--- src/rtl/sprs_pkg.sv ---
// Shared types and constants for the slotted page row store.
// Field widths, request and status codes, sequencer states and the result record.
// No dependencies.
package sprs_pkg;

  localparam int unsigned SLOT_BYTES    = 4;

  localparam int unsigned REQ_TYPE_W    = 3;
  localparam int unsigned SLOT_INDEX_W  = 10;
  localparam int unsigned ROW_LEN_W     = 13;
  localparam int unsigned DATA_BYTE_W   = 8;
  localparam int unsigned BYTE_INDEX_W  = 12;
  localparam int unsigned PAGE_ID_W     = 32;

  localparam int unsigned STATUS_W      = 3;
  localparam int unsigned SLOT_OUT_W    = 10;
  localparam int unsigned ROW_OFFSET_W  = 12;
  localparam int unsigned ROW_LEN_OUT_W = 13;
  localparam int unsigned BYTE_OUT_W    = 8;
  localparam int unsigned SLOT_COUNT_W  = 11;
  localparam int unsigned FREE_BYTES_W  = 13;

  typedef enum logic [REQ_TYPE_W-1:0] {
    REQ_INIT      = 3'd0,
    REQ_INSERT    = 3'd1,
    REQ_READ      = 3'd2,
    REQ_DELETE    = 3'd3,
    REQ_UPDATE    = 3'd4,
    REQ_DATA      = 3'd5,
    REQ_READ_BYTE = 3'd6
  } req_e;

  typedef enum logic [STATUS_W-1:0] {
    ST_OK      = 3'd0,
    ST_BADLEN  = 3'd1,
    ST_FULL    = 3'd2,
    ST_OOB     = 3'd3,
    ST_DELETED = 3'd4,
    ST_NOPEND  = 3'd5,
    ST_BEYOND  = 3'd6
  } status_e;

  typedef enum logic [1:0] {
    S_IDLE,
    S_EXEC,
    S_BYTE
  } state_e;

  typedef struct packed {
    logic dir_we;
    logic page_we;
    logic byte_rd;
  } exec_ctl_t;

  typedef struct packed {
    status_e                  status;
    logic [SLOT_OUT_W-1:0]    slot_out;
    logic [ROW_OFFSET_W-1:0]  row_offset;
    logic [ROW_LEN_OUT_W-1:0] row_len_out;
    logic [BYTE_OUT_W-1:0]    byte_out;
    logic [SLOT_COUNT_W-1:0]  slot_count;
    logic [FREE_BYTES_W-1:0]  free_bytes;
    logic                     dirty;
  } result_t;

endpackage

--- src/rtl/sprs_exec.sv ---
// Request evaluation for the slotted page row store: checks, allocation and next page state.
// Works on the directory entry read for the request and the page bookkeeping registers.
// Depends on sprs_pkg.
module sprs_exec import sprs_pkg::*; #(
  parameter int unsigned PAGE_BYTES   = 4096,
  parameter int unsigned HEADER_BYTES = 4,
  parameter int unsigned MAX_SLOTS    = 1024,
  localparam int unsigned PAGE_AW = $clog2(PAGE_BYTES),
  localparam int unsigned PTR_W   = $clog2(PAGE_BYTES + 1),
  localparam int unsigned CNT_W   = $clog2(MAX_SLOTS + 1),
  localparam int unsigned DIR_AW  = $clog2(MAX_SLOTS)
) (
  input  req_e                    req_i,
  input  logic [SLOT_INDEX_W-1:0] slot_i,
  input  logic [ROW_LEN_W-1:0]    len_i,
  input  logic [BYTE_INDEX_W-1:0] bidx_i,
  input  logic [CNT_W-1:0]        slots_used_i,
  input  logic [PTR_W-1:0]        free_ptr_i,
  input  logic [PTR_W-1:0]        pending_i,
  input  logic [PAGE_AW-1:0]      fill_i,
  input  logic                    modified_i,
  input  logic [PAGE_AW-1:0]      dir_off_i,
  input  logic [PTR_W-1:0]        dir_len_i,
  output logic [CNT_W-1:0]        slots_used_o,
  output logic [PTR_W-1:0]        free_ptr_o,
  output logic [PTR_W-1:0]        pending_o,
  output logic [PAGE_AW-1:0]      fill_o,
  output logic                    modified_o,
  output logic [DIR_AW-1:0]       dir_waddr_o,
  output logic [PAGE_AW-1:0]      dir_off_o,
  output logic [PTR_W-1:0]        dir_len_o,
  output logic [PAGE_AW-1:0]      page_addr_o,
  output exec_ctl_t               ctl_o,
  output result_t                 res_o
);

  localparam int unsigned CW0 = (PTR_W > ROW_LEN_W) ? PTR_W : ROW_LEN_W;
  localparam int unsigned CW1 = (CW0 > CNT_W + 3) ? CW0 : CNT_W + 3;
  localparam int unsigned CW  = CW1 + 1;

  logic [CW-1:0] len_c, fp_c, dir_end, space, dir_end_d, space_d, fp_d_c;
  logic [CW-1:0] alloc_off, off_out, len_out;
  logic          oob, dead, dir_full;
  status_e       st;
  logic [SLOT_OUT_W-1:0] slot_out;

  assign len_c     = CW'(len_i);
  assign fp_c      = CW'(free_ptr_i);
  assign dir_end   = CW'(HEADER_BYTES) + CW'(slots_used_i) * CW'(SLOT_BYTES);
  assign space     = (fp_c >= dir_end) ? fp_c - dir_end : '0;
  assign alloc_off = fp_c - len_c;
  assign oob       = CW'(slot_i) >= CW'(slots_used_i);
  assign dead      = (dir_len_i == '0);
  assign dir_full  = CW'(slots_used_i) >= CW'(MAX_SLOTS);

  always_comb begin
    slots_used_o = slots_used_i;
    free_ptr_o   = free_ptr_i;
    pending_o    = pending_i;
    fill_o       = fill_i;
    modified_o   = modified_i;
    dir_waddr_o  = DIR_AW'(slot_i);
    dir_off_o    = dir_off_i;
    dir_len_o    = dir_len_i;
    page_addr_o  = fill_i;
    ctl_o        = '0;
    st           = ST_OK;
    slot_out     = '0;
    off_out      = '0;
    len_out      = '0;
    case (req_i)
      REQ_INIT: begin
        slots_used_o = '0;
        free_ptr_o   = PTR_W'(PAGE_BYTES);
        pending_o    = '0;
        fill_o       = '0;
        modified_o   = 1'b0;
      end
      REQ_INSERT: begin
        if (len_c == '0) begin
          st = ST_BADLEN;
        end else if (dir_full || space < len_c + CW'(SLOT_BYTES)) begin
          st = ST_FULL;
        end else begin
          dir_waddr_o  = DIR_AW'(slots_used_i);
          dir_off_o    = PAGE_AW'(alloc_off);
          dir_len_o    = PTR_W'(len_c);
          ctl_o.dir_we = 1'b1;
          slot_out     = SLOT_OUT_W'(slots_used_i);
          slots_used_o = slots_used_i + CNT_W'(1);
          free_ptr_o   = PTR_W'(alloc_off);
          modified_o   = 1'b1;
          pending_o    = PTR_W'(len_c);
          fill_o       = PAGE_AW'(alloc_off);
          off_out      = alloc_off;
          len_out      = len_c;
        end
      end
      REQ_READ: begin
        if (oob) begin
          st = ST_OOB;
        end else if (dead) begin
          st = ST_DELETED;
        end else begin
          off_out = CW'(dir_off_i);
          len_out = CW'(dir_len_i);
        end
      end
      REQ_DELETE: begin
        if (oob) begin
          st = ST_OOB;
        end else if (dead) begin
          st = ST_DELETED;
        end else begin
          off_out      = CW'(dir_off_i);
          dir_len_o    = '0;
          ctl_o.dir_we = 1'b1;
          modified_o   = 1'b1;
        end
      end
      REQ_UPDATE: begin
        if (oob) begin
          st = ST_OOB;
        end else if (dead) begin
          st = ST_DELETED;
        end else if (len_c == '0) begin
          st = ST_BADLEN;
        end else if (len_c > CW'(dir_len_i) && space < len_c) begin
          st = ST_FULL;
        end else begin
          // Relocate a growing row to fresh space; the old bytes leak.
          if (len_c > CW'(dir_len_i)) begin
            dir_off_o  = PAGE_AW'(alloc_off);
            free_ptr_o = PTR_W'(alloc_off);
          end
          dir_len_o    = PTR_W'(len_c);
          ctl_o.dir_we = 1'b1;
          modified_o   = 1'b1;
          pending_o    = PTR_W'(len_c);
          fill_o       = dir_off_o;
          off_out      = CW'(dir_off_o);
          len_out      = len_c;
        end
      end
      REQ_DATA: begin
        if (pending_i == '0) begin
          st = ST_NOPEND;
        end else begin
          ctl_o.page_we = 1'b1;
          off_out       = CW'(fill_i);
          fill_o        = fill_i + PAGE_AW'(1);
          pending_o     = pending_i - PTR_W'(1);
        end
      end
      REQ_READ_BYTE: begin
        if (oob) begin
          st = ST_OOB;
        end else if (dead) begin
          st = ST_DELETED;
        end else if (CW'(bidx_i) >= CW'(dir_len_i)) begin
          st = ST_BEYOND;
        end else begin
          ctl_o.byte_rd = 1'b1;
          page_addr_o   = PAGE_AW'(CW'(dir_off_i) + CW'(bidx_i));
          off_out       = CW'(dir_off_i);
          len_out       = CW'(dir_len_i);
        end
      end
      default: begin
      end
    endcase
  end

  assign fp_d_c    = CW'(free_ptr_o);
  assign dir_end_d = CW'(HEADER_BYTES) + CW'(slots_used_o) * CW'(SLOT_BYTES);
  assign space_d   = (fp_d_c >= dir_end_d) ? fp_d_c - dir_end_d : '0;

  always_comb begin
    res_o.status      = st;
    res_o.slot_out    = slot_out;
    res_o.row_offset  = ROW_OFFSET_W'(off_out);
    res_o.row_len_out = ROW_LEN_OUT_W'(len_out);
    res_o.byte_out    = '0;
    res_o.slot_count  = SLOT_COUNT_W'(slots_used_o);
    res_o.free_bytes  = FREE_BYTES_W'(space_d);
    res_o.dirty       = modified_o;
  end

endmodule

--- config.mk ---
export PLATFORM = sky130hd
export DESIGN_NAME = sprs_exec
export DESIGN_NICKNAME = d
export VERILOG_FILES = /design/src/rtl/sprs_pkg.sv /design/src/rtl/sprs_exec.sv
export SDC_FILE = /design/constraint.sdc
export NUM_CORES = 1
export LEC_CHECK = 0
export BUFFER_PORTS_ARGS = -buffer_cell sky130_fd_sc_hd__buf_2
export CAP_MARGIN = 10
export CORE_ASPECT_RATIO = 0.7
export CORE_UTILIZATION = 40
export DETAILED_ROUTE_END_ITERATION = 6
export PLACE_DENSITY = 0.68
export SLEW_MARGIN = 20
export SYNTH_ARGS = -nofsm -noshare
export SYNTH_HDL_FRONTEND = slang
export SYNTH_SLANG_ARGS = --single-unit
export TNS_END_PERCENT = 10
--- constraint.sdc ---
create_clock -name vclk -period 11.3
set_input_delay 1.13 -clock vclk [all_inputs]
set_output_delay 1.13 -clock vclk [all_outputs]
set_load 0.02 [all_outputs]
# Word-level counts from Yosys, hierarchy flattened
# Index checks and enable logic that the tools add are counted.
# totals
regBits	0
input_bits	113
output_inout_bits	171
# op_classes
n_addsub	10
order_cmp	8
eq_ne	6
n_mux	118
reduce_logical	7
# ops
operator	count
13-bit two-way mux	34
12-bit two-way mux	30
13-bit one-hot mux with 4 select lines	2
13-bit one-hot mux with 3 select lines	2
10-bit two-way mux	6
12-bit one-hot mux with 5 select lines	1
12-bit one-hot mux with 4 select lines	1
3-bit by 13-bit adder with 14-bit output, first input constant	2
13-bit by 14-bit >= comparator with 1-bit output	2
13-bit logical NOT	2
13-bit subtractor	2
3-bit two-way mux	8
12-bit one-hot mux with 2 select lines	1
1-bit two-way mux	22
11-bit two-way mux	2
11-bit one-hot mux with 2 select lines	1
15-bit logical NOT	1
15-bit by 13-bit < comparator with 1-bit output	1
15-bit by 14-bit < comparator with 1-bit output	1
15-bit two-way mux	1
3-bit one-hot mux with 5 select lines	1
13-bit by 14-bit subtractor with 15-bit output	1
13-bit by 3-bit adder with 14-bit output, second input constant	1
12-bit by 13-bit >= comparator with 1-bit output	1
other kinds (17)	23

# Depth between registers and ports, before layout
# logic_depth
word_depth	12
depth_mapped	40
mapped_depth_nobuf	40

# Worst setup path after synthesis
# Ideal clock, no wire load.
# synth_path
path_type	input port to output port
startpoint	in slots_used_i[0]
endpoint	out res_o[10] (netlist name)
arrival_ps	8946
t_required_ps	10170
setup_slack_ps	1224
cell_stages	39
path_buffers	1
path_cell_list	ha_1 > nand3_1 > nor3_1 > nand3_1 > xnor2_1 > ha_1 > nand2_1 > nor3_2 > a21bo_4 > a31o_4 > buf_2 > nor2_1 > ha_1 > nand3_1 > nor2_1 > and4_1 > and4_1 > o211a_1 > (+3 left out) > ha_1 > nand3_1 > o21ai_0 > inv_1 > o32ai_2 > nand2_1 > xor2_1 > ha_1 > a21o_1 > a21o_1 > a221o_1 > a21o_1 > a21o_1 > a21o_1 > a21o_1 > a21oi_1 > a21boi_2 > nor3_1
# synth_lines
element	line	text
from (decl)	sprs_exec.sv:17	input logic [CNT_W-1:0] slots_used_i,
to (decl)	sprs_exec.sv:34	output result_t res_o

==> out/qor.yml <==
fill_cells: 1827
min_to: "dir_waddr_o[4]"
synth_seq_area_share: 0
die-area_sq_um: 18600
start_util: 0.415
portBuffers: 276
wl_um: 32000
syn_inst: 1072
grt_max_degree: 27
drc: 0
leakage_uw: 0.00442
cts_hold_buf: 0
rsz0062_at_grt: "false"
clkbuf_count: 0
setup_tns_ns: 0
grt_pass1_vias: 8367
ant_nets: 0
wire_per_inst_um: 20.7
finalSetupViolCount: 0
setup_ws_ns: 0.643
dpl.hpwl_um: 26700
die_x_um: 163
antenna_cells: 0
critical_path_class: "primary input to output port"
final.period_utilization: 0.943
final_util: 0.499
grt_usage: 0.330
swShare: 0.643
end_kind: "output port"
slew_violations: 0
syn-cell-area_sq_um: 7220
worstMarginPinSlew_ns: 0.980
via_count: 9483
yosysUniqueCellTypes: 91
yosysWarnings: 0
finalPower_uw: 609
combinationalPowerShare: 1.000
hold_depth: 3
cp.arrival_ns: 9.53
worstHoldStart: "slot_i[4]"
syn_area_per_cell_sq_um: 6.73
fin_crit_ns: 10.66
p_int_uw: 217
max_cap_violations: 0
grt_pass1_wl_um: 47700
drtPass1Iterations: 6
dp_cells: 1539
nFlopsAndLatches: 0
viasPerCell: 6.15
hold_viol: 0
final_nets: 1538
grt_antenna_before_repair: 1
io_pins: 284
critPathMaxStageDelay_ns: 0.58
p_per_area_nw_per_um2: 70.0
slew_headroom: 0.338
switchingPower_uw: 392
clock_power_share: 0
hold_path.class: "primary input to output port"
drt_iter0_drc: 1060
die_h_um: 114
overflow: 0
syn2layout_area_growth_pct: 20.5
critical_path_required_ns: 10.17
slowest_stage: "nor4_1"
path_common_cell: "ha_1"
cp-start-kind: "primary input"
drive_above_1_share: 0.250
status: "finished, final reports clean"
final_cells: 1542
finalWeightedCongestion: 0.994
pwr-share-seq: 0
worst_ir_drop_vdd_uv: 53.3
max_freq_mhz: 93.8
seq_area_sq_um: 0
critical_path.max_fanout: 7
rows: 40
post-place-ws_ns: 0.491
coreArea_sq_um: 17400
[what timing repair did]
action | CTS | global route
buffers inserted | 0 | 3
resized for setup | 0 | 5
setup endpoints to repair | 0 | 10
[power by group through the flow]
| stage | combinational [uW] | clock (uW) | sequential (uW) |
|---|---|---|---|
| 2_1_floorplan | 407 | 0 | 0 |
| 4_1_cts | 590 | 0 | 0 |
| 5_1_grt | 657 | 0 | 0 |
| 3_3_place_gp | 585 | 0 | 0 |
| 3_5_place_dp | 587 | 0 | 0 |
| 6_report | 609 | 0 | 0 |
[routing by layer]
layer  GRT usage  routed length (um)  up-vias
met1       0.482               14200     4390
met3       0.102                4240       52
met4      0.0474                 531        2
li1            -                   -     4463
met2       0.474               12900      576
met5           0                  13        -
[cells in the final DEF, fill, tap and decap left out, types with 36 or more instances in the layout]
cell type,n
xnor2_1,46
buf_2,276
nor2_1,92
nand2_1,105
a21o_1,37
a21oi_1,58
o21ai_0,92
inv_1,85
nor3_1,36
ha_1,108
[synthesized netlist by cell type (all sizes together), types with 4 or more instances]
master | n | area (sq um)
a2111oi | 5 | 62.6
a211oi | 8 | 60.1
a21boi | 7 | 56.3
a21o | 37 | 278
a21oi | 59 | 295
a221o | 14 | 140
a22o | 21 | 184
a31o | 6 | 61.3
a31oi | 11 | 68.8
and2 | 12 | 75.1
and3 | 11 | 68.8
and4 | 4 | 35.0
buf | 33 | 250
clkbuf | 24 | 90.1
fa | 4 | 80.1
ha | 108 | 1350
inv | 85 | 319
mux2 | 4 | 45.0
mux2i | 6 | 60.1
nand2 | 105 | 394
nand2b | 9 | 56.3
nand3 | 34 | 170
nand4 | 15 | 100
nor2 | 93 | 349
nor2b | 11 | 68.8
nor3 | 38 | 200
nor3b | 4 | 30.0
nor4 | 16 | 115
o2111ai | 7 | 61.3
o211ai | 11 | 97.6
o21a | 11 | 82.6
o21ai | 103 | 534
o221ai | 7 | 61.3
o22ai | 18 | 119
o31ai | 8 | 60.1
or2 | 4 | 25.0
xnor2 | 46 | 403
xor2 | 17 | 149
[logic make-up after synthesis]
| logic type | count (synthesis) | share of synthesized area |
|---|---|---|
| xor gates and xnor gates | 63 | 0.0764 |
| adders and majority gates | 113 | 0.200 |
| AOI/OAI and AO/OA | 371 | 0.367 |
| other | 1 | 0.000519 |
| muxes | 10 | 0.0146 |
| buffers and inverters | 144 | 0.0924 |
| and+or+nand+nor | 370 | 0.250 |
[layout make-up]
cell class | count | area, sq um | share of cell area
timing repair buffer | 289 | 1480 | 0.170
inverter | 87 | 327 | 0.0375
tap | 231 | 289 | 0.0332
multi-input combinational | 935 | 6600 | 0.759
[worst max-delay path: cells and delay by family]
family / cells / cell delay [ns]
fa+ha+maj: 5 / 1.60
compound gates: 12 / 2.72
simple gates: 16 / 2.81
buf+inv: 6 / 0.84
xor+xnor: 2 / 0.37
[worst max path at each step]
stage | to | slack [ns] | from
detailed placement | res_o[5] | 0.49 | slots_used_i[0]
finish | res_o[5] | 0.64 | slots_used_i[0]
global placement | res_o[8] | 0.79 | slots_used_i[0]
global route | res_o[4] | 0.06 | slots_used_i[0]
CTS | res_o[5] | 0.49 | slots_used_i[0]
floorplan | res_o[10] | 1.22 | slots_used_i[0]
[through the flow]
step / instance area (sq um) / hold WS (ns)
4_1_cts: 8650 / 2.59
3_5_place_dp: 8650 / 2.59
2_1_floorplan: 7250 / 2.43
5_1_grt: 8700 / 2.61
3_3_place_gp: 8650 / 2.59
6_report: 8700 / 2.59
No activity file was read; power rests on OpenSTA's default activity.
